**config.mk**
```make
export PLATFORM = sky130hd
export DESIGN_NAME = aisd_cell
export DESIGN_NICKNAME = d
export VERILOG_FILES = /design/src/hdl/aisd_pkg.sv /design/src/hdl/aisd_cell.sv
export SDC_FILE = /design/constraint.sdc
export NUM_CORES = 1
export LEC_CHECK = 0
export BUFFER_PORTS_ARGS = -buffer_cell sky130_fd_sc_hd__buf_2
export CAP_MARGIN = 5
export CORE_MARGIN = 3
export CORE_UTILIZATION = 40
export CTS_BUF_LIST = sky130_fd_sc_hd__clkbuf_2 sky130_fd_sc_hd__clkbuf_4 sky130_fd_sc_hd__clkbuf_8
export CTS_CLUSTER_SIZE = 30
export DETAILED_ROUTE_END_ITERATION = 6
export HOLD_SLACK_MARGIN = 0.08
export PLACE_DENSITY = 0.89
export SYNTH_ARGS = -nofsm -noshare
export SYNTH_HDL_FRONTEND = slang
export SYNTH_SLANG_ARGS = --single-unit
export TNS_END_PERCENT = 50
```
**constraint.sdc**
```tcl
create_clock -name clk -period 1.9 [get_ports clk]
set_input_delay 0.38 -clock clk [delete_from_list [all_inputs] [get_ports clk]]
set_output_delay 0.38 -clock clk [all_outputs]
set_load 0.01 [all_outputs]
```
**src/hdl/aisd_pkg.sv**
```systemverilog
// aisd_pkg: shared constants, codes and types for the array insert/search/delete block
// depends on nothing; imported by aisd_cell and array_insert_search_delete
`timescale 1ns / 1ps
`default_nettype none

package aisd_pkg;

	localparam int CAPACITY = 64;

	localparam int VALUE_W = 32;
	localparam int POS_W   = 7;
	localparam int KIND_W  = 2;
	localparam int STAT_W  = 2;
	localparam int FOUND_W = 6;
	localparam int ENTRY_W = 7;

	localparam int CNT_W = $clog2(CAPACITY + 1);
	localparam int AW    = (CAPACITY > 1) ? $clog2(CAPACITY) : 1;
	localparam int CMP_W = (CNT_W > POS_W) ? CNT_W : POS_W;

	localparam int IN_DATA_W  = ((POS_W + VALUE_W + 7) / 8) * 8;
	localparam int OUT_DATA_W = ((STAT_W + FOUND_W + ENTRY_W + 7) / 8) * 8;

	localparam logic [KIND_W-1:0] KIND_INSERT = 2'd0;
	localparam logic [KIND_W-1:0] KIND_SEARCH = 2'd1;
	localparam logic [KIND_W-1:0] KIND_DELETE = 2'd2;

	localparam logic [STAT_W-1:0] STAT_OK      = 2'd0;
	localparam logic [STAT_W-1:0] STAT_FULL    = 2'd1;
	localparam logic [STAT_W-1:0] STAT_BEYOND  = 2'd2;
	localparam logic [STAT_W-1:0] STAT_MISSING = 2'd3;

	typedef struct packed {
		logic load;
		logic from_prev;
		logic from_next;
	} aisd_cell_ctrl_t;

endpackage

`default_nettype wire

```
**src/hdl/aisd_cell.sv**
```systemverilog
// aisd_cell: one list slot, holds an entry, shifts to/from its neighbors and compares to the key
// depends on aisd_pkg
`timescale 1ns / 1ps
`default_nettype none

module aisd_cell
	import aisd_pkg::*;
(
	input  wire logic                  clk,
	input  wire aisd_cell_ctrl_t       ctrl,
	input  wire logic [VALUE_W-1:0]    ins_value,
	input  wire logic [VALUE_W-1:0]    prev_entry,
	input  wire logic [VALUE_W-1:0]    next_entry,
	input  wire logic [VALUE_W-1:0]    key,
	output logic      [VALUE_W-1:0]    entry,
	output logic                       hit
);

	logic [VALUE_W-1:0] entry_q;
	logic               hit_q;

	always_ff @(posedge clk) begin
		priority if (ctrl.load) begin
			entry_q <= ins_value;
		end else if (ctrl.from_prev) begin
			entry_q <= prev_entry;
		end else if (ctrl.from_next) begin
			entry_q <= next_entry;
		end else begin
			entry_q <= entry_q;
		end
		hit_q <= (entry_q == key);
	end

	assign entry = entry_q;
	assign hit   = hit_q;

endmodule

`default_nettype wire

```
==> results.toml, run 1 <==
[sta]
maxSlewHeadroom_pct = 73.6
period_needed_ns = 1.31
max_slew.worst_pin.slew_ns = 0.392
min_period_over_period_pct = 69.1
setup_violations = 0
timing.setup.tns_ns = 0
fmax_mhz = 761
slew_viol_final = 0
rsz0062_at_grt = "no"
skew_ns = 0.00371
hold_violations = 0

[worst_setup_path]
worstSetupPathDepth = 4
worstRegToRegCells = 4
startpoint = "entry[25]"
critPathBufInv = 0
start_kind = "register"
crit_path_top_delay_cell = "edfxtp_1"
crit_arrival_ns = 1.53
crit_type = "register to register"
end_kind = "register"
worstPathCellList = "xor2_1 -> nor4_1 -> nand4_1 -> nor2_1"
cp_max_fo = 2
crit_end = "hit"
rrSetupSlack_ns = 0.59
reg2reg_to = "hit"
required_ns = 2.11
slowest_delay_ns = 0.42
worstReg2RegStart = "entry[25]"
cp_top_family = "simple AND/OR/NAND/NOR gates"

[flow_run]
maxCapViolCount = 0

[global_route]
antenna_found_initial = 0
grt_overflow = 0
grt_pass1_vias = 2042
grt_max_degree = 36
grtUsageTotal_pct = 19.4
grt_pass1_wl_um = 9080

[placed_design]
post-dp-hpwl_um = 4910
place.gp.congestion = 0.824
portBuffers = 164

[clock_network]
cts_tree = "built"
clkSinkCount = 33
cts_resized = 0
insertion_delay_ns = 0.27
ctsHtreeMaxLevel = 2
numCtsBuffers = 5
root_buffer = "clkbuf_8"
clockBufferDepth = 2
clkTransAtPathRegs_ns = 0.06
post_cts_buffers = 0
ctsHoldBuffers = 0

[floorplan]
coreArea_um2 = 4790
dieArea_um2 = 5900
row_count = 25
die_x_um = 76.8
initial_utilization_pct = 41.9
die_h_um = 76.8
ioPinCount = 165

[finish]
fin_nets = 481
final_common_cell = "buf_2"
areaGrowthSynthToFinish_pct = 47.5
fillers = 418
antennaDiodeCount = 0
drive_gt1_share_pct = 50.1

[synth]
synth_top_area_share_pct = 47.9
syn_avg_cell_area_um2 = 10.9
synth_warnings = 0
syn_nets = 316
syn-cell-area_um2 = 2000
synth_cell_type_count = 14
yosys-top-cells-area = "edfxtp_1 48%, mux2i_1 16%, xor2_1 14%, o21ai_0 8.0%, nand2_1 6.0%"
ys_seq_area_share_pct = 48.9
yosys.area.top_type = "edfxtp_1"
ys_ff_latch = 33
synthesis.instances = 184

[drt]
wl_um = 5830
drtPass1Iterations = 4
vias_per_cell = 4.79
num_vias = 1994
drc = 0
wl_per_cell_um = 14.0
drt_iter0_drc = 92
final_antenna_net_count = 0

[power]
power_density_nw_per_um2 = 648
power_mw = 1.91
peakVddDrop_mv = 0.317
p_leak_nw = 1.51

[min_path]
worstHoldPathType = "input pin to register"

[status]
status = "complete, no violations"
-- registers in the layout, indices dropped and copies added, names as in the netlist --
name	count
hit	1
entry	32
-- worst min-delay path by stage --
stage	startpoint	end	slack [ns]	depth (start not counted)
6_report	ins_value[7]	entry[7]	0.38	3
5_1_grt	ins_value[29]	entry[29]	0.38	3
4_1_cts	ins_value[7]	entry[7]	0.37	3
3_5_place_dp	ins_value[7]	entry[7]	0.66	3
3_3_place_gp	ins_value[26]	entry[26]	0.66	3
2_1_floorplan	ins_value[29]	entry[29]	0.57	2
-- cells by family after synthesis --
family	Yosys count	share of synthesized area [%]
AOI/OAI and AO/OA	32	7.99
xor gates and xnor gates	32	14.0
buffers and inverters	11	3.50
DFF	33	48.9
muxes	32	16.0
and+or+nand+nor	44	9.61
-- metrics by stage --
stage / util, % / area [µm²] / std cells / setup WS [ns] / hold WS [ns]
after floorplan: - / 2000 / 184 / 0.192 / 0.567
after global placement: 60.1 / 2880 / 409 / 0.490 / 0.661
after detailed placement: 60.1 / 2880 / 409 / 0.481 / 0.662
after CTS: 61.8 / 2960 / 416 / 0.546 / 0.369
after global routing: 61.8 / 2960 / 416 / 0.502 / 0.384
final: 61.8 / 2960 / 416 / 0.587 / 0.381
-- Yosys cell counts --
cell / n
clkbuf_1: 5
o21ai_0: 32
mux2i_1: 32
edfxtp_1: 32
buf_4: 1
dfxtp_1: 1
nand4_1: 2
buf_2: 2
xor2_1: 32
nand2_1: 32
nor2_1: 1
nor4_1: 8
or3_1: 1
buf_6: 3
-- per-layer routing --
layer | GRT usage, % | vias up | share of wire [%]
met1 | 19.8 | 896 | 35
met3 | 4.81 | 12 | 7.3
li1 | - | 990 | -
met4 | 7.79 | 0 | 2.3
met2 | 37.1 | 96 | 55
met5 | 0 | - | 0
-- tightest hold or removal path, delay by kind of cell --
family	cells	cell delay, ns
buffers and inverters	1	0.07
AO/OA/AOI/OAI	1	0.05
AND/OR/NAND/NOR	1	0.04
-- power by group --
part	switching (mW)	internal [mW]	leakage (nW)	total [mW]
combinational	0.230	0.249	1.12	0.479
sequential	0.0569	0.897	0.347	0.954
clock	0.221	0.261	0.0421	0.482
total	0.508	1.41	1.51	1.91
-- final cells by class --
cell class | count | area, µm² | share of cell area (%)
clock buffer | 6 | 76.3 | 2.58
clock inverter | 1 | 3.75 | 0.127
sequential | 33 | 981 | 33.2
timing repair buffer | 169 | 858 | 29.0
multi-input combinational | 140 | 953 | 32.2
tap | 67 | 83.8 | 2.84
Note: power is estimated with default switching activity, not from simulation.
==> inputs of run 2 (changes only) <==
ABC_AREA = 1   (was default)
PLACE_DENSITY = 0.85   (was 0.89)
clock period = 1.3 ns   (was 1.9 ns; I/O delays follow)
==> results.toml, run 2 <==
[status]
status = "complete, no violations"

[sta]
period_needed_ns = 1.16
setup_violations = 0
min_period_over_period_pct = 89.0
rsz0062_at_grt = "no"
hold_ws_ns = 0.286
max_slew.worst_pin.slew_ns = 0.378
skew_ns = 0.00716
timing.setup.tns_ns = 0
maxSlewHeadroom_pct = 74.8
fmax_mhz = 864
hold_violations = 0
slew_viol_final = 0

[clock_network]
insertion_delay_ns = 0.29
cts_resized = 0
clockBufferDepth = 2
numCtsBuffers = 5
clkTransAtPathRegs_ns = 0.08
cts_tree = "built"
root_buffer = "clkbuf_8"
ctsHtreeMaxLevel = 2
post_cts_buffers = 0
clkSinkCount = 33
ctsHoldBuffers = 0

[drt]
final_antenna_net_count = 0
num_vias = 2752
vias_per_cell = 4.70
drtPass1Iterations = 4
wl_per_cell_um = 12.3
wl_um = 7230
drc = 0
drt_iter0_drc = 89

[power]
sequentialPowerShare_pct = 46.6
p_leak_nw = 1.89
p_int_mw = 2.08
power_density_nw_per_um2 = 906
clkPwrFrac_pct = 25.2
p_sw_share_pct = 31.1
p_comb_share_pct = 28.2
peakVddDrop_mv = 0.602
switching_power_uw = 939
power_mw = 3.02

[synth]
syn-cell-area_um2 = 2330
synth_warnings = 0
synth_cell_type_count = 12
synth.top_cells.by_count = "108 x nand2_1, 76 x nor2_1, 56 x a21oi_1"
synth_top_area_share_pct = 41.2
ys_seq_area_share_pct = 42.0
synth_ff_type = "edfxtp_1"
async_flop_share_pct = 0
syn_avg_cell_area_um2 = 6.73
yosys.area.top_type = "edfxtp_1"
yosys-top-cells-area = "edfxtp_1 41%, nand2_1 17%, nor2_1 12%, a21oi_1 12%, inv_1 7.6%"
yosysMostFrequentCell = "nand2_1"
synthesis.instances = 347
ys_ff_latch = 33
synth-edff-count = 32
syn_nets = 479

[worst_setup_path]
worstPathCellList = "buf_2"
end_kind = "output pin"
critPathBufInv = 1
crit_path_top_delay_cell = "edfxtp_1"
start_kind = "register"
cp_max_fo = 3
crit_type = "register to output pin"
cp_top_family = "flip-flops"
required_ns = 1.04
crit_arrival_ns = 0.90
slowest_delay_ns = 0.44

[global_route]
grt_overflow = 0
grt_pass1_wl_um = 10900
grt_max_degree = 33
grtUsageTotal_pct = 20.9
antenna_found_initial = 0
grt_pass1_vias = 2575

[floorplan]
coreArea_um2 = 5570
die_h_um = 82.4
dieArea_um2 = 6790
die_x_um = 82.4
row_count = 27
initial_utilization_pct = 41.9
ioPinCount = 165

[min_path]
worstHoldPathType = "input pin to register"

[finish]
layout_common_cells = "164 x buf_2, 107 x nand2_1, 76 x nor2_1, 56 x a21oi_1, 47 x inv_1"
largest_register_ffs = 32
areaGrowthSynthToFinish_pct = 42.6
antennaDiodeCount = 0
final_common_cell = "buf_2"
fin_nets = 645
drive_gt1_share_pct = 37.4

[placed_design]
place.gp.congestion = 0.762
post-dp-hpwl_um = 5970
portBuffers = 164

[flow_run]
maxCapViolCount = 0
run 2: cell types whose count changed after synthesis, moves of 5 or more:
cell	previous run	this run
nand2_1	32	108
nor2_1	1	76
a21oi_1	0	56
inv_1	0	47
mux2i_1	32	0
o21ai_0	32	0
xor2_1	32	3
a21oi_2	0	8
nor4_1	8	0
buf_2	2	7
clkbuf_1	5	0
run 2: power groups by stage:
| stage | registers (mW) | logic (mW) | clock network (mW) |
|---|---|---|---|
| after floorplan | 1.47 | 0.392 | 0 |
| after global placement | 1.42 | 0.823 | 0 |
| after detailed placement | 1.43 | 0.853 | 0 |
| after CTS | 1.41 | 0.858 | 0.775 |
| after global routing | 1.42 | 0.961 | 0.819 |
| final | 1.41 | 0.851 | 0.761 |
run 2: worst paths after layout:
kind                     start   endpoint  slack, ns  cells after the start
hold / removal    ins_value[4]   entry[4]       0.29                      3
hold reg to reg      entry[11]        hit       0.74                      7
setup reg to reg     entry[20]        hit       0.17                      7
setup / recovery     entry[30]  entry[30]       0.14                      1
run 2: worst reg2reg max path: cells and delay by family (launching register included):
| kind | cells | cell delay, ns |
|---|---|---|
| DFF | 1 | 0.43 |
| and+or+nand+nor | 7 | 0.64 |
run 2: stage by stage:
step           utilization (%)  setup WS (ns)  instance area, µm²  std cells
5_1_grt                   59.7         0.0663                3330        586
3_5_place_dp              58.2         0.0403                3240        578
3_3_place_gp              58.2          0.129                3240        578
2_1_floorplan                -         0.0684                2340        347
4_1_cts                   59.7          0.127                3330        586
6_report                  59.7          0.142                3330        586
run 2: metal layers:
metal | vias up | GRT usage [%] | routed length (µm)
li1 | 1407 | - | -
met1 | 1226 | 21.1 | 2580
met2 | 103 | 41.7 | 3970
met3 | 16 | 4.34 | 512
met4 | 0 | 6.98 | 167
met5 | - | 0 | 0
run 2: cell families after synthesis:
kind of cell | Yosys count | share of synthesized area [%]
simple gates | 184 | 29.6
flops | 33 | 42.0
compound gates | 64 | 15.0
xor+xnor | 3 | 1.13
buf+inv | 63 | 12.3
run 2: area by class of cell:
cell class              instances  area, µm²
inverters                      49        184
repair buffers                173        913
well taps                      72       90.1
flip-flops and latches         33        981
fillers                       549       2240
clock buffers                   5       68.8
clock inverters                 3       17.5
multi-input cells             251       1070
